[src/rtl/ppc_pkg.sv]
// Package for the polyline plane clipper: widths, register indexes and sequencer states.
// Has no dependencies. All other rtl files use it through scoped names.
`default_nettype none
package ppc_pkg;
  localparam int CW = 32;
  localparam int NW = 32;
  localparam int DIST_SHIFT = (CW > 18) ? CW - 18 : 0;
  localparam int MUL_AW = CW + 2;
  localparam int MUL_BW = NW + 1;
  localparam int PROD_W = MUL_AW + MUL_BW;
  localparam int DIST_W = CW + 1 + NW - DIST_SHIFT + 2;
  localparam int FRAC_W = 32;
  localparam int Q_W = FRAC_W + 1;
  localparam int DEN_W = DIST_W + 1;
  localparam int REM_W = DIST_W + 2;
  localparam int DIV_CNT_W = $clog2(Q_W + 1);
  localparam int CFG_IDX_W = 3;
  localparam int CFG_DATA_W = 32;
  localparam logic signed [DIST_W-1:0] DIST_UNCLIPPED = DIST_W'(64'd1 << (46 - DIST_SHIFT));

  localparam logic [CFG_IDX_W-1:0] CFG_CLIP_ENABLE = 3'd0;
  localparam logic [CFG_IDX_W-1:0] CFG_ORIGIN_X = 3'd1;
  localparam logic [CFG_IDX_W-1:0] CFG_ORIGIN_Y = 3'd2;
  localparam logic [CFG_IDX_W-1:0] CFG_ORIGIN_Z = 3'd3;
  localparam logic [CFG_IDX_W-1:0] CFG_NORMAL_X = 3'd4;
  localparam logic [CFG_IDX_W-1:0] CFG_NORMAL_Y = 3'd5;
  localparam logic [CFG_IDX_W-1:0] CFG_NORMAL_Z = 3'd6;

  typedef enum logic [4:0] {
    ST_IDLE, ST_MX, ST_MY, ST_MZ, ST_MACC, ST_DECIDE, ST_SEG_B, ST_SEG_E,
    ST_DIV_GO, ST_DIV_WAIT, ST_LX, ST_LY, ST_LZ, ST_LW, ST_CROSS, ST_EOUT,
    ST_SEG_NEXT, ST_FINISH
  } state_t;
endpackage
`default_nettype wire

[src/rtl/ppc_mul.sv]
// Shared signed multiplier with a registered product.
// Depends on ppc_pkg for operand widths.
`default_nettype none
module ppc_mul (
  input  wire logic                                clk,
  input  wire logic signed [ppc_pkg::MUL_AW-1:0]  a,
  input  wire logic signed [ppc_pkg::MUL_BW-1:0]  b,
  output logic signed [ppc_pkg::PROD_W-1:0]       p_r
);
  always_ff @(posedge clk) begin
    p_r <= ppc_pkg::PROD_W'(a) * ppc_pkg::PROD_W'(b);
  end
endmodule
`default_nettype wire

[config.mk]
export PLATFORM = sky130hd
export DESIGN_NAME = ppc_mul
export DESIGN_NICKNAME = d
export VERILOG_FILES = /design/src/rtl/ppc_pkg.sv /design/src/rtl/ppc_mul.sv
export SDC_FILE = /design/constraint.sdc
export NUM_CORES = 2
export LEC_CHECK = 0
export BUFFER_PORTS_ARGS = -buffer_cell sky130_fd_sc_hd__buf_4
export CORE_MARGIN = 3
export CORE_UTILIZATION = 57
export CTS_CLUSTER_SIZE = 12
export DETAILED_ROUTE_END_ITERATION = 6
export PLACE_DENSITY = 0.74
export SLEW_MARGIN = 20
export SYNTH_ARGS = -nofsm -noshare
export SYNTH_HDL_FRONTEND = slang
export SYNTH_SLANG_ARGS = --single-unit
[constraint.sdc]
create_clock -name clk -period 9.5 [get_ports clk]
set_clock_uncertainty 0.05 [all_clocks]
set_input_delay 0.95 -clock clk [delete_from_list [all_inputs] [get_ports clk]]
set_output_delay 0.95 -clock clk [all_outputs]
set_load 0.1 [all_outputs]
After elaboration in Yosys (flattened, before gate mapping)
Cells that the tools add are included.
- register bits after elaboration: 67
- latch bits: 0
- RAM bits: 0
- memory bits (read-only): 0
- input port bits: 68
- output and inout port bits: 67
- word-level logic and storage cells: 2
- memories: 0
- $add $sub $neg: 0
- multipliers: 1
- divide/modulo/power cells: 0
- order comparisons: 0
- equal/unequal tests: 0
- shift operators: 0
- multiplexer cells: 0
- bitwise operators: 0
- reductions and logical operators: 0
- operators by type and width (operator ; number):
    $mul A34 B33 Y67 ; 1

Logic depth before layout (Yosys ltp)
- depth in word-level cells: 1
- depth in mapped cells: 30
- mapped depth without buffers: 28

Worst setup path after synthesis
Ideal clock, no wire load.
- path kind: input-to-reg
- start point: input port a[33] in the netlist's numbering
- end point: register p_r[63] in the netlist's numbering
- library setup time: 62 ps
- data arrival time: 8394 ps
- required time: 9388 ps
- path slack: 994 ps
- stages: 24
- path buffers: 2
- cell sequence: clkbuf_1 > nand2_1 > inv_1 > fa_1 > fa_1 > fa_1 > inv_1 > fa_1 > fa_1 > fa_1 > fa_1 > fa_1 > inv_1 > ha_1 > clkbuf_1 > and3_1 > and2_1 > and4_1 > a2111oi_4 > o31ai_2 > a311oi_4 > o32ai_1 > or4_1 > nand3_1
- longest elaborated chain between the ends: 1
- RTL lines (element ; line ; source):
    start: declaration ; ppc_mul.sv:6 ; input wire logic signed [ppc_pkg::MUL_AW-1:0] a,
    $mul A34 B33 Y67 ; ppc_mul.sv:11 ; p_r <= ppc_pkg::PROD_W'(a) * ppc_pkg::PROD_W'(b);
    end signal: assignment ; ppc_mul.sv:11 ;
    end: declaration ; ppc_mul.sv:8 ; output logic signed [ppc_pkg::PROD_W-1:0] p_r
Every way passes these cells.

Final worst setup path
- start point: input port b[10] in the netlist's numbering
- end point: register p_r[45] in the netlist's numbering
- longest elaborated chain between the ends: 1
- RTL lines (element ; line ; source):
    start: declaration ; ppc_mul.sv:7 ; input wire logic signed [ppc_pkg::MUL_BW-1:0] b,
    $mul A34 B33 Y67 ; ppc_mul.sv:11 ;
Every way passes these cells.

==> flow_summary.ini <==
[hold_path]
hold_start = b[0]
hold_path_class = in -> reg

[clock_tree]
postCtsSetupBuffers = 0
path_clk_slew_ns = 0.07
cts_resized = 0
h-tree-depth = 3
cts_tree = done
cts.sinks = 67
hold_buffers = 0
numCtsBuffers = 9
cts_root_buf = clkbuf_16
clk_path_buf_depth = 2

[die]
coreArea_um2 = 71610
dieArea_um2 = 75710
dieWidth_um = 275.2
fp-row-count = 98
ioPinCount = 135
die_h_um = 275.2
initial_utilization = 0.5767

[timing]
max_slew_margin = 0.4072
rsz0062_at_grt = no
final-setup-viol-count = 0
post-route-min-period_ns = 9.189
max_freq_mhz = 108.8
worst_pin_slew_ns = 0.8823
setup_tns_ns = 0
finalMaxSlewViolations = 0
hold_viol = 0
fin_crit_sh = 0.9673

[routing]
num_vias = 29210
via_per_inst = 5.512
ant_nets = 0
first_pass_iters = 5
wl_per_cell_um = 20.48
finalWirelength_um = 108600
drt_iter0_drc = 1928
drc = 0

[cells_and_area]
final_nets = 5809
area_growth_pct = 4.518
top_register = p_r
reg_top3 = p_r x67
diodes = 0
largest_reg_flops = 67
drive_above_1_share = 0.04782

[synthesis]
yosys_most_used_dff = dfxtp_1
yosysTopAreaCell = fa_1
ys_warn_count = 0
ys_seq_elements = 67
synthDistinctLibCells = 63
synth_top_area_share = 0.5701
synth-edff-count = 0
synth_area_um2 = 41290
syn-num-nets = 5861
synth_cells = 4398
yosys-top-cells-area = fa_1 57%, inv_1 11%, and2_1 8.3%
syn_area_per_cell_um2 = 9.389
async_reset_ff_frac = 0
seq_area_frac_synth = 0.03248

[setup_path]
worstPathMaxFanout = 30
critPathArrivalTime_ns = 9.45
critPathLaunch = b[10]
worstSetupStartpointType = primary input
end_kind = register
crit_path_end = p_r[45]
worstSetupPathType = in -> reg
critPathRequiredTime_ns = 9.77

[placed_design]
io_buffer_count = 134
place_congestion = 0.9508
dp_hpwl_um = 86070

[grt]
grt_overflow = 0
antenna_found_initial = 3
grt_max_degree = 35
grt_use_total = 0.3080
first_global_vias = 32780
grt_pass1_wl_um = 177400

[job]
maxCapViolCount = 0

[outcome]
status = finished clean
[critical path, stage by stage]
cell	delay [ns]
buf_4	0.40
buf_4	0.22
nand2_1	0.07
fa_1	0.55
inv_1	0.06
fa_1	0.46
fa_1	0.50
inv_1	0.05
fa_1	0.46
fa_1	0.51
inv_1	0.05
fa_1	0.56
fa_1	0.44
fa_1	0.51
ha_1	0.48
nand4_1	0.24
nor3_1	0.78
o211ai_2	0.40
nand2_1	0.26
a21oi_1	0.14
o21ai_0	0.51
o31ai_1	0.24
o221ai_1	0.38
xor2_1	0.21
[synth_stat cells (3+ instances only)]
master / instances
fa_1: 1176
inv_1: 1165
nand2_1: 578
and2_1: 551
clkbuf_1: 228
ha_1: 219
dfxtp_1: 67
a21oi_1: 62
nor2_1: 59
xnor2_1: 54
a21o_1: 34
o21ai_0: 30
xor2_1: 17
nand2b_1: 13
o21bai_1: 13
nand4_1: 11
nor3_1: 11
a31oi_1: 10
nor2b_1: 10
a211oi_1: 8
nand3_1: 8
and3_1: 6
o21a_1: 5
o21ai_1: 5
and4_1: 4
buf_2: 4
nor4_1: 3
[metal layers]
layer | vias to the layer above | routed length [µm] | share of wire | GRT usage
li1 | 12300 | - | - | -
met2 | 1320 | 52960 | 0.49 | 0.5102
met5 | - | 66 | 0.00061 | 0.004493
met1 | 15240 | 38730 | 0.36 | 0.3807
met4 | 4 | 7598 | 0.070 | 0.1780
met3 | 350 | 9211 | 0.085 | 0.05634
[stage by stage]
step | cell area [µm²] | instances | utilization | setup slack (ns) | hold WS, ns
CTS | 43160 | 5300 | 0.6027 | 0.5143 | 0.9322
detailed placement | 42880 | 5285 | 0.5988 | 0.1145 | 1.353
finish | 43160 | 5300 | 0.6027 | 0.3108 | 0.9656
floorplan | 41290 | 4398 | - | 0.9940 | 1.022
global placement | 42880 | 5285 | 0.5988 | 0.1708 | 1.353
global route | 43160 | 5300 | 0.6027 | 0.2442 | 0.9733
[logic make-up (layout without fill, tap and decap cells)]
family / Yosys count / count (layout) / synth area share
xor+xnor: 71 / 71 / 0.01506
buf+inv: 1398 / 1350 / 0.1272
flops: 67 / 67 / 0.03248
fa+ha+maj: 1395 / 1395 / 0.6365
simple gates: 1260 / 1260 / 0.1523
mux: 3 / 3 / 0.0007575
compound gates: 204 / 204 / 0.03569
[worst min path at each step]
stage                     slack (ns)  cells after the start  endpoint
after floorplan                 1.02                      1    p_r[0]
after global placement          1.35                      2    p_r[0]
after detailed placement        1.35                      2    p_r[0]
after CTS                       0.93                      2    p_r[0]
after global routing            0.97                      2    p_r[0]
final                           0.97                      2    p_r[0]
[cell usage in the layout (no fill, tap or decap), drive strengths merged, types with 4 or more instances in the layout]
cell type	synthesis	routed
o21a	5	5
a41oi	4	4
fa	1176	1176
a21o	34	34
a31oi	11	11
xor2	17	17
dfxtp	67	67
and2	551	551
nand2	578	578
a21oi	64	64
inv	1165	1165
nor2b	10	10
nor3	11	11
o21bai	14	14
and4	4	4
nand3	9	9
nand2b	13	13
clkbuf	228	10
o31ai	4	4
nor2	59	59
a211oi	10	10
and3	6	6
nand4	11	11
o21ai	36	36
ha	219	219
buf	4	169
xnor2	54	54
[area by class of cell]
cell class | instances | area [µm²]
Clock inverter | 5 | 55.05
Multi-Input combinational cell | 2933 | 34700
Inverter | 1166 | 4377
Clock buffer | 10 | 229.0
Sequential cell | 67 | 1341
Tap cell | 950 | 1189
Fill cell | 6134 | 28450
Timing Repair Buffer | 169 | 1269
Power is left out: the tool's default activity adds up to more than one toggle a clock period on the data nets, which glitch-free logic cannot reach.
