--- src/rtl/ppc_pkg.sv ---
// Package for the polyline plane clipper: widths, register indexes and sequencer states.
// Has no dependencies. All other rtl files use it through scoped names.
`default_nettype none
package ppc_pkg;
  localparam int CW = 32;
  localparam int NW = 32;
  localparam int DIST_SHIFT = (CW > 18) ? CW - 18 : 0;
  localparam int MUL_AW = CW + 2;
  localparam int MUL_BW = NW + 1;
  localparam int PROD_W = MUL_AW + MUL_BW;
  localparam int DIST_W = CW + 1 + NW - DIST_SHIFT + 2;
  localparam int FRAC_W = 32;
  localparam int Q_W = FRAC_W + 1;
  localparam int DEN_W = DIST_W + 1;
  localparam int REM_W = DIST_W + 2;
  localparam int DIV_CNT_W = $clog2(Q_W + 1);
  localparam int CFG_IDX_W = 3;
  localparam int CFG_DATA_W = 32;
  localparam logic signed [DIST_W-1:0] DIST_UNCLIPPED = DIST_W'(64'd1 << (46 - DIST_SHIFT));

  localparam logic [CFG_IDX_W-1:0] CFG_CLIP_ENABLE = 3'd0;
  localparam logic [CFG_IDX_W-1:0] CFG_ORIGIN_X = 3'd1;
  localparam logic [CFG_IDX_W-1:0] CFG_ORIGIN_Y = 3'd2;
  localparam logic [CFG_IDX_W-1:0] CFG_ORIGIN_Z = 3'd3;
  localparam logic [CFG_IDX_W-1:0] CFG_NORMAL_X = 3'd4;
  localparam logic [CFG_IDX_W-1:0] CFG_NORMAL_Y = 3'd5;
  localparam logic [CFG_IDX_W-1:0] CFG_NORMAL_Z = 3'd6;

  typedef enum logic [4:0] {
    ST_IDLE, ST_MX, ST_MY, ST_MZ, ST_MACC, ST_DECIDE, ST_SEG_B, ST_SEG_E,
    ST_DIV_GO, ST_DIV_WAIT, ST_LX, ST_LY, ST_LZ, ST_LW, ST_CROSS, ST_EOUT,
    ST_SEG_NEXT, ST_FINISH
  } state_t;
endpackage
`default_nettype wire

--- src/rtl/ppc_div.sv ---
// Restoring serial divider giving floor(num * 2^32 / den), one quotient bit per cycle.
// Depends on ppc_pkg for widths.
`default_nettype none
module ppc_div (
  input  wire logic                          clk,
  input  wire logic                          rst_n,
  input  wire logic                          start,
  input  wire logic [ppc_pkg::DEN_W-1:0]     num,
  input  wire logic [ppc_pkg::DEN_W-1:0]     den,
  output logic                               done_r,
  output logic [ppc_pkg::Q_W-1:0]            q_r
);
  logic [ppc_pkg::DIV_CNT_W-1:0] cnt_r, cnt_nxt;
  logic [ppc_pkg::REM_W-1:0]     rem_r, rem_nxt;
  logic [ppc_pkg::DEN_W-1:0]     den_r, den_nxt;
  logic [ppc_pkg::Q_W-1:0]       q_nxt;
  logic                          done_nxt;
  logic                          ge;

  assign ge = rem_r >= ppc_pkg::REM_W'(den_r);

  always_comb begin
    cnt_nxt  = cnt_r;
    rem_nxt  = rem_r;
    den_nxt  = den_r;
    q_nxt    = q_r;
    done_nxt = 1'b0;
    if (start) begin
      cnt_nxt = ppc_pkg::DIV_CNT_W'(ppc_pkg::Q_W);
      rem_nxt = ppc_pkg::REM_W'(num);
      den_nxt = den;
      q_nxt   = '0;
    end else if (cnt_r != '0) begin
      if (ge) begin
        rem_nxt = (rem_r - ppc_pkg::REM_W'(den_r)) << 1;
      end else begin
        rem_nxt = rem_r << 1;
      end
      q_nxt   = {q_r[ppc_pkg::Q_W-2:0], ge};
      cnt_nxt = cnt_r - 1'b1;
      done_nxt = (cnt_r == ppc_pkg::DIV_CNT_W'(1));
    end
  end

  always_ff @(posedge clk) begin
    if (!rst_n) begin
      cnt_r  <= '0;
      done_r <= 1'b0;
    end else begin
      cnt_r  <= cnt_nxt;
      done_r <= done_nxt;
    end
    rem_r <= rem_nxt;
    den_r <= den_nxt;
    q_r   <= q_nxt;
  end
endmodule
`default_nettype wire

--- config.mk ---
export PLATFORM = sky130hd
export DESIGN_NAME = ppc_div
export DESIGN_NICKNAME = d
export VERILOG_FILES = /design/src/rtl/ppc_pkg.sv /design/src/rtl/ppc_div.sv
export SDC_FILE = /design/constraint.sdc
export NUM_CORES = 1
export LEC_CHECK = 0
export BUFFER_PORTS_ARGS = -buffer_cell sky130_fd_sc_hd__buf_2
export CORE_ASPECT_RATIO = 2
export CORE_UTILIZATION = 55
export CTS_BUF_LIST = sky130_fd_sc_hd__clkbuf_8
export DETAILED_ROUTE_END_ITERATION = 8
export GPL_TIMING_DRIVEN = 0
export PLACE_DENSITY = 0.78
export SLEW_MARGIN = 20
export SYNTH_ARGS = -nofsm -noshare
export SYNTH_HDL_FRONTEND = slang
export SYNTH_SLANG_ARGS = --single-unit
--- constraint.sdc ---
create_clock -name clk -period 3.6 [get_ports clk]
set_clock_uncertainty 0.05 [all_clocks]
set_input_delay 0.18 -clock clk [delete_from_list [all_inputs] [get_ports clk]]
set_output_delay 0.18 -clock clk [all_outputs]
set_load 0.1 [all_outputs]
======== Word-level counts from Yosys, hierarchy flattened ========
Index checks and enable logic that the tools add are counted.
storage, ports and cells
  output and inout bits ................... 34
  flip-flop bits (word level) ............. 149
  input port bits ......................... 111
  word-level logic and storage cells ...... 22
operators by class
  bitwise gates (word level) .............. 2
  $add $sub $neg .......................... 2
  order comparisons ....................... 1
  reductions and logical operators ........ 4
  multiplexer cells ....................... 5
  equality and inequality tests ........... 1
operator list
  cell                 count
  $mux 54              2
  $ge 55x54->1         1
  $mux 55              1
  $sub 54x54->54       1
  $mux 6               2
  $eq 6x1->1 const B   1
  $reduce_bool 6->1    1
  $sub 6x1->6 const B  1
  $reduce_or 3->1      1
  $not 1->1            2
  $reduce_bool 2->1    1
  $reduce_or 2->1      1

======== Longest topological paths before layout ========
Gate-level depths: netlist of run 1.
  depth after elaboration ................. 4
  mapped depth ............................ 15

======== Worst setup path before layout of run 1 ========
Ideal clock, no wire load.
  path type ............................... register to register
  from .................................... reg rem_r[12] (netlist name)
  to ...................................... reg rem_r[54] (netlist name)
  arrival time ............................ 2.932 ns
  setup slack ............................. 0.538 ns
  library setup time ...................... 0.079 ns
  path buffers ............................ 1
  cell stages (with the launch flop) ...... 13
  cell sequence ........................... edfxtp_1 > ha_1 > buf_4 > nand2_1 > or3_1 > a31o_1 > a311oi_2 > o211ai_1 > a211oi_2 > o211ai_2 > a31oi_2 > mux2_1 > a211oi_2
between the ends
  word-level cells in the longest chain between the ends .. 2
  elaborated cells between the ends (all ways) .. 3
RTL lines
  what                                            line                          text
  start, declared                                 ppc_div.sv:14                 logic [ppc_pkg::REM_W-1:0] rem_r, rem_nxt;
  start signal, assigned                          ppc_div.sv:53                 rem_r <= rem_nxt;
  $sub 54x54->54 or $ge 55x54->1 (tied branches)  ppc_div.sv:35, ppc_div.sv:20
  $mux 55 *                                       ppc_div.sv:34                 if (ge) begin
Every way passes the cells marked *; elsewhere a longest branch is shown, timed or not.
A chain may end at the register's enable or synchronous reset.

======== Final worst setup path of run 1 ========
Same ends and word-level chain as after synthesis.

==> results of run 1 <==
==> power by group <==
part	leakage, µW	total (µW)	switching, µW	internal [µW]
registers	0.00142	2630	251	2380
logic	0.00342	5740	3530	2210
clock network	0.000219	1470	695	770
total	0.00505	9830	4480	5350
==> layout make-up <==
cell class              instances  area share, %
flip-flops and latches        149           33.9
clock buffers                  18           2.06
well taps                     207           2.16
repair buffers                242           14.2
inverters                      82           2.56
diodes                          1         0.0209
multi-input cells             762           41.4
clock inverters                14           1.54
plain buffers                  54           2.19
==> tightest hold or removal path: stages <==
cell and delay [ns]:
buf_2 0.08, inv_1 0.03, a21oi_1 0.13
==> routing by layer <==
layer | up-vias | track usage (%) | wire length [µm]
li1 | 4269 | - | -
met5 | - | 0 | 0
met4 | 0 | 25.2 | 1960
met3 | 135 | 5.64 | 1540
met2 | 375 | 63.2 | 16100
met1 | 4217 | 31.2 | 9750
==> repair_timing <==
item | CTS | global route
setup buffers | 0 | 2
resized for setup | 3 | 25
endpoints found under the hold margin | 97 | 0
endpoints found under the setup margin | 9 | 43
pin swaps | 0 | 1
hold buffers | 95 | 0
==> sequential cells by signal (all words and copies together), names as in the netlist <==
name,flops
rem_r,55
den_r,54
q_r,33
cnt_r,6
done_r,1
==> logic make-up after synthesis <==
group | Yosys count | share of synthesized area [%]
AOI/OAI and AO/OA | 329 | 21.7
and+or+nand+nor | 305 | 14.7
DFF | 149 | 42.9
buffers and inverters | 137 | 5.95
adders and majority gates | 58 | 7.73
xor gates and xnor gates | 48 | 4.43
muxes | 22 | 2.60
==> cell usage in the layout (no fill, tap or decap), types with 10 or more instances in the layout <==
cell / n
a21o_1: 15
a21oi_1: 124
buf_2: 156
clkbuf_1: 26
clkbuf_8: 18
dfxtp_1: 41
dlygate4sd3_1: 95
edfxtp_1: 108
ha_1: 54
inv_1: 85
mux2_2: 16
nand2_1: 146
nand2b_1: 10
nand3_1: 15
nand4_1: 15
nor2_1: 60
nor3_1: 13
o21a_1: 23
o21ai_0: 66
o21ai_1: 16
xnor2_1: 25
xor2_1: 23
==> per-stage QoR <==
stage                     cells  TNS, ns
after global placement     1399   -79.07
after CTS                  1527        0
after floorplan            1048        0
after global routing       1528  -0.0918
after detailed placement   1400  -0.0277
final                      1529        0
==> worst paths after layout <==
check	to	slack [ns]	cells after the start
hold / removal	rem_r[20]	0.02	3
setup / recovery	rem_r[54]	0.06	12
hold reg to reg	q_r[20]	0.42	2
setup reg to reg	rem_r[54]	0.06	12
==> impl_metrics.ini, run 1 <==
[run]
cap_violations = 0

[route]
wl_um = 29300
drc = 0
first_iter_violations = 510
wl_per_cell_um = 19.2
vias = 8996
via_per_inst = 5.88
postRouteAntennaNets = 0
drt_pre_antenna_iters = 5

[clock_tree]
cts_num_sinks = 149
htree_levels = 4
numCtsBuffers = 17
worstSkewPairLatency_ns = 0.48
cts-root-buf = clkbuf_8
cts_tree = done
clock_path_buffers = 2
clkSlewWorstSetupHoldPaths_ns = 0.10

[setup_path]
crit_fanout = 7
worstReg2RegStart = rem_r[12]
crit_family = compound AO/OA/AOI/OAI gates
critPathLaunchType = register
max_stage_delay_ns = 0.40
worstPathRequired_ns = 3.96
crit_path_frequent_cell = a211oi_2
cp_num_buf_inv = 1
crit_start = rem_r[12]
arrival_ns = 3.90
worst_path_max_delay_cell = edfxtp_1
crit_path_cell_trace = ha_1 > buf_4 > nand2_1 > or3_1 > a31o_1 > a311oi_4 > o211ai_1 > a211oi_2 > o211ai_2 > a31oi_2 > mux2_1 > a211oi_2
worst-setup-path-type = reg -> reg
end_kind = register

[layout]
final_core_util_pct = 71.2
fin_area_mm2 = 0.0120
areaGrowthSynthToFinish_pct = 26.6
ff_latch_area_mm2 = 0.00406
final_net_count = 1477
fillCellCount = 1308
multiInputGateArea_mm2 = 0.00496
drive_gt1_share_pct = 19.6

[global_route]
grt_antenna_before_repair = 0
grt_pass1_wl_um = 45400
overflow = 0
grt_max_degree = 56
track_usage_pct = 33.9
first_global_vias = 9563

[timing]
period_share_pct = 98.3
setup_viol = 0
rsz0062_at_grt = true
holdWs_ns = 0.0180
maxSlewViolCount = 0
final-hold-violation-count = 0
fin_ws_ns = 0.0615
worstMarginPinSlew_ns = 0.875
relSlewSlack_pct = 41.7
period_minus_slack_ns = 3.54
fmaxAchievable_mhz = 283

[power_and_ir_drop]
p_leak_uw = 0.00505
total_power_uw = 9830
p_per_area_mw_per_mm2 = 819
ir_drop_mv = 0.462

[floorplanning]
ios = 145
coreArea_mm2 = 0.0168
dieHeight_um = 188
die_w_um = 94.9
rows = 67
die-area_mm2 = 0.0178
start_util_pct = 56.3

[yosys]
async_reset_ff_share_pct = 0
synth_top_area_share_pct = 34.2
ys_types = 75
synth_top_area_cell = edfxtp_1
yosysMostFrequentCell = nand2_1
ys_ff_latch = 149
synth_common_cells = nand2_1, a21oi_1, edfxtp_1, inv_1, o21ai_0
avgSynthCellArea_um2 = 9.05
synth-seq-area-share_pct = 42.9
syn_nets = 1217
synth_area_mm2 = 0.00948
synth_ff_type = edfxtp_1
synth_edf_count = 108
yosys_warnings = 0
synth_cells = 1048
ys_top_cells_by_area = edfxtp_1, dfxtp_1, ha_1, a21oi_1, nand2_1

[placed_design]
gp_congestion = 0.953
numPortBuffers = 144
dpl.hpwl_um = 21000
dpl_cell_area_mm2 = 0.0105
place_ws_ns = -0.0277

[worst_hold_path]
min_path_type = in -> reg
hold_start = num[20]

[outcome]
status = complete, no violations
(Power assumes the default switching activity.)
==> inputs of run 2 (changes only) <==
--- a/config.mk
+++ b/config.mk
@@ -5,13 +5,14 @@
 export SDC_FILE = /design/constraint.sdc
 export NUM_CORES = 1
 export LEC_CHECK = 0
+export ABC_AREA = 1
 export BUFFER_PORTS_ARGS = -buffer_cell sky130_fd_sc_hd__buf_2
 export CORE_ASPECT_RATIO = 2
 export CORE_UTILIZATION = 55
 export CTS_BUF_LIST = sky130_fd_sc_hd__clkbuf_8
 export DETAILED_ROUTE_END_ITERATION = 8
 export GPL_TIMING_DRIVEN = 0
-export PLACE_DENSITY = 0.78
+export PLACE_DENSITY = 0.77
 export SLEW_MARGIN = 20
 export SYNTH_ARGS = -nofsm -noshare
 export SYNTH_HDL_FRONTEND = slang
==> run 2 against run 1 <==
Sequential share of layout area shrank 3.9 points. Design area grew 13%. Combinational power grew 19%.
==> impl_metrics.ini, run 2 <==
[setup_path]
worstPathRequired_ns = 3.81
crit_fanout = 5
worst-setup-path-type = reg -> reg
critPathLaunchType = register
arrival_ns = 3.46
end_kind = register

[floorplanning]
die-area_mm2 = 0.0206
dieHeight_um = 202
coreArea_mm2 = 0.0195
die_w_um = 102
start_util_pct = 56.5
ios = 145
rows = 72

[run]
cap_violations = 0

[route]
drc = 0
first_iter_violations = 732
wl_um = 41700
drt_pre_antenna_iters = 8
postRouteAntennaNets = 0
vias = 11800
via_per_inst = 5.38
wl_per_cell_um = 19.1

[timing]
fmaxAchievable_mhz = 307
fin_setup_tns_ns = 0
relSlewSlack_pct = 40.8
rsz0062_at_grt = false
maxSlewViolCount = 0
fin_ws_ns = 0.347
period_share_pct = 90.4
period_minus_slack_ns = 3.25
setup_viol = 0
final-hold-violation-count = 0
holdWs_ns = 0.247
worstMarginPinSlew_ns = 0.888

[global_route]
overflow = 0
grt_pass1_wl_um = 63900
grt_max_degree = 57
first_global_vias = 12300
grt_antenna_before_repair = 0
track_usage_pct = 42.5

[layout]
fillCellCount = 1569
final_cell_mix = nand2_1, inv_1, buf_2
largestRegisters = rem_r (55), den_r (54), q_r (33)
antenna-diode-count = 0
areaGrowthSynthToFinish_pct = 23.4
ff_latch_area_mm2 = 0.00406
mostFrequentLayoutCell = nand2_1
top_register = rem_r
largest_register_ffs = 55
multiInputGateArea_mm2 = 0.00530
final_net_count = 2086
drive_gt1_share_pct = 12.1

[clock_tree]
cts_tree = done
holdBufCountCts = 109
cts-root-buf = clkbuf_8
clkSlewWorstSetupHoldPaths_ns = 0.10
cts_resized = 0
worstSkewPairLatency_ns = 0.50
numCtsBuffers = 17
cts_num_sinks = 149
post_cts_buffers = 0
clock_path_buffers = 2
htree_levels = 4

[yosys]
synth_area_mm2 = 0.0110
avgSynthCellArea_um2 = 6.69
synth_top_area_cell = edfxtp_1
synth_top_area_share_pct = 29.5
yosys_warnings = 0
synth_cells = 1644
synth_ff_type = edfxtp_1
synth_common_cells = nand2_1, inv_1, edfxtp_1, nor2_1, nand3_1
synth-seq-area-share_pct = 36.9
ys_types = 40
yosysMostFrequentCell = nand2_1
ys_top_cells_by_area = edfxtp_1, nand2_1, inv_1, dfxtp_1, ha_1
ys_ff_latch = 149
async_reset_ff_share_pct = 0
syn_nets = 1813
synth_edf_count = 108

[placed_design]
gp_congestion = 1.01
dpl.hpwl_um = 30100
place_ws_ns = 0.153
numPortBuffers = 144

[worst_hold_path]
min_path_type = in -> reg

[power_and_ir_drop]
p_per_area_mw_per_mm2 = 799
total_power_uw = 10900
p_leak_uw = 0.00723
ir_drop_mv = 0.738

[outcome]
status = complete, no violations
-- run 2: critical path, stage by stage, from the launching register on --
cell      delay, ns
edfxtp_1       0.40
ha_1           0.50
nand2_1        0.16
nor2_1         0.13
inv_1          0.19
nor3_1         0.62
nand2_1        0.16
nor2_1         0.38
nor2_1         0.10
nand3_1        0.08
nand3_1        0.11
nand2_1        0.09
nand2_1        0.05
-- run 2: final timing paths --
kind	depth (start not counted)	to	slack, ns	start
worst max-delay path	12	rem_r[51]	0.35	rem_r[42]
worst min-delay path	1	den_r[19]	0.25	start
worst max register to register	12	rem_r[51]	0.35	rem_r[42]
worst min register to register	2	cnt_r[3]	0.45	cnt_r[3]
-- run 2: layer usage --
metal  vias up  GRT usage, %  share of wire, %
li1       5652             -                 -
met1      5288          37.5                31
met2       598          76.8                52
met3       240          8.47               6.2
met4         0          39.4                11
met5         -             0                 0
-- run 2: power by group --
group / switching, µW / internal [µW] / total [µW]
sequential: 244 / 2350 / 2600
clock: 772 / 647 / 1420
combinational: 4690 / 2150 / 6840
total: 5700 / 5150 / 10900
-- run 2: cell type report --
type	instances	share of cell area, %
buffer	35	1.45
clock buffer	17	1.72
clock inverter	15	1.36
inverter	384	10.6
multi-input combinational	1076	39.0
sequential	149	29.9
tap	259	2.39
timing repair buffer	254	13.5
-- run 2: stage by stage --
| stage | instances | cell area [µm²] | utilization (%) |
|---|---|---|---|
| after CTS | 2189 | 13600 | 69.8 |
| after global placement | 2047 | 12000 | 61.9 |
| after floorplan | 1644 | 11000 | - |
| after global routing | 2189 | 13600 | 69.8 |
| after detailed placement | 2048 | 12100 | 62.0 |
| final | 2189 | 13600 | 69.8 |
-- run 2: cell families (layout without fill, tap and decap cells) --
| family | count (synthesis) | in the layout | synth area share, % |
|---|---|---|---|
| flops | 149 | 149 | 36.9 |
| buf+inv | 419 | 705 | 14.9 |
| compound gates | 135 | 135 | 6.81 |
| xor+xnor | 28 | 28 | 2.23 |
| simple gates | 855 | 855 | 32.5 |
| fa+ha+maj | 58 | 58 | 6.66 |
==> inputs of run 3 (changes only) <==
--- a/config.mk
+++ b/config.mk
@@ -8,6 +8,7 @@
 export ABC_AREA = 1
 export BUFFER_PORTS_ARGS = -buffer_cell sky130_fd_sc_hd__buf_2
 export CORE_ASPECT_RATIO = 2
+export CORE_MARGIN = 2
 export CORE_UTILIZATION = 55
 export CTS_BUF_LIST = sky130_fd_sc_hd__clkbuf_8
 export DETAILED_ROUTE_END_ITERATION = 8
==> run 3 against run 2 <==
Sequential share of layout area barely moved. Design area barely moved. Die area rose by 3.0%. Routed wire length grew 1.9%. Combinational power hardly changed. Sequential power barely moved. Clock power about the same. Non-clock buffer count unchanged.
==> impl_metrics.ini, run 3 (synthesis gave the netlist of run 2 again) <==
[outcome]
status = complete, no violations

[placed_design]
dpl.hpwl_um = 30800
dpl_cell_area_mm2 = 0.0121
numPortBuffers = 144
gp_congestion = 1.01
place_ws_ns = 0.311

[clock_tree]
post_cts_buffers = 0
clock_path_buffers = 2
cts-root-buf = clkbuf_8
cts_num_sinks = 149
cts_resized = 0
cts_tree = done
holdBufCountCts = 109
worstSkewPairLatency_ns = 0.50
numCtsBuffers = 17
htree_levels = 4
clkSlewWorstSetupHoldPaths_ns = 0.10

[route]
wl_per_cell_um = 19.4
drc = 0
drt_pre_antenna_iters = 7
via_per_inst = 5.43
wl_um = 42500
vias = 11900
postRouteAntennaNets = 0
first_iter_violations = 918

[power_and_ir_drop]
p_per_area_mw_per_mm2 = 799
p_leak_uw = 0.00723
ir_drop_mv = 0.698

[timing]
rsz0062_at_grt = false
relSlewSlack_pct = 40.0
setup_viol = 0
fin_ws_ns = 0.325
worstMarginPinSlew_ns = 0.900
maxSlewViolCount = 0
period_share_pct = 91.0
holdWs_ns = 0.284
fin_setup_tns_ns = 0
period_minus_slack_ns = 3.28
final-hold-violation-count = 0
fmaxAchievable_mhz = 305

[floorplanning]
die_w_um = 104
ios = 145
die-area_mm2 = 0.0212
rows = 73
coreArea_mm2 = 0.0197
start_util_pct = 55.8
dieHeight_um = 204

[layout]
multiInputGateArea_mm2 = 0.00530
final_net_count = 2086
final_core_util_pct = 68.8
drive_gt1_share_pct = 12.1
mostFrequentLayoutCell = nand2_1
largest_register_ffs = 55
fin_area_mm2 = 0.0136
antenna-diode-count = 0
top_register = rem_r
largestRegisters = rem_r (55), den_r (54), q_r (33)
final_cell_mix = nand2_1, inv_1, buf_2
fillCellCount = 1602
areaGrowthSynthToFinish_pct = 23.4
ff_latch_area_mm2 = 0.00406

[setup_path]
crit_path_cell_trace = ha_1 > nand2_1 > inv_1 > a21oi_1 > nand2_1 > clkinv_1 > nand2_1 > a21oi_4 > clkbuf_1 > nand4_1 > nand3_1 > nand2_1
crit_fanout = 10
worst-setup-path-type = reg -> reg
arrival_ns = 3.48
crit_family = simple AND/OR/NAND/NOR gates
worst_path_max_delay_cell = clkbuf_1
end_kind = register
worstPathRequired_ns = 3.81
crit_path_frequent_cell = nand2_1
cp_num_buf_inv = 3
critPathLaunchType = register
max_stage_delay_ns = 0.53

[run]
cap_violations = 0

[global_route]
overflow = 0
grt_max_degree = 57
grt_pass1_wl_um = 64400
first_global_vias = 12300
grt_antenna_before_repair = 0
track_usage_pct = 40.6

[worst_hold_path]
min_path_type = in -> reg
run 3: changes by cell type in the layout (fill, tap and decap cells not counted):
| cell | delta |
|---|---|
| clkinv_8 | -1 |
| inv_4 | +1 |
| clkinv_2 | +1 |
| clkinvlp_4 | -1 |
| inv_8 | -1 |
| clkbuf_8 | +1 |
run 3: per-stage QoR:
step / power (µW) / std cells
final: 10800 / 2192
after global routing: 11600 / 2192
after CTS: 10600 / 2192
after detailed placement: 9050 / 2051
after global placement: 8970 / 2050
after floorplan: 7060 / 1644
run 3: layer usage:
layer  part of all wire (%)  GRT usage, %  vias up  wire length [µm]
li1                       -             -     5651                 -
met1                     31          35.5     5439             13100
met2                     54          78.9      600             23100
met3                    5.1          5.20      207              2190
met4                    9.8          36.0        0              4160
met5                      0             0        -                 0
run 3: final cells by class:
| cell class | count | share of cell area, % |
|---|---|---|
| tap | 262 | 2.41 |
| buffer | 35 | 1.45 |
| clock inverter | 14 | 1.19 |
| inverter | 384 | 10.6 |
| sequential | 149 | 29.9 |
| timing repair buffer | 254 | 13.5 |
| multi-input combinational | 1076 | 39.1 |
| clock buffer | 18 | 1.82 |
run 3: power breakdown:
part           switching [µW]  internal, µW  total, µW
sequential                248          2350       2600
clock                     767           655       1420
combinational            4670          2150       6820
run 3: final timing paths:
check                  from        end  slack (ns)  cells after the start
hold reg to reg    cnt_r[3]   cnt_r[3]        0.44                      2
setup reg to reg  rem_r[38]  rem_r[36]        0.32                     12
hold / removal        start  den_r[42]        0.28                      1
setup / recovery  rem_r[38]  rem_r[36]        0.32                     12
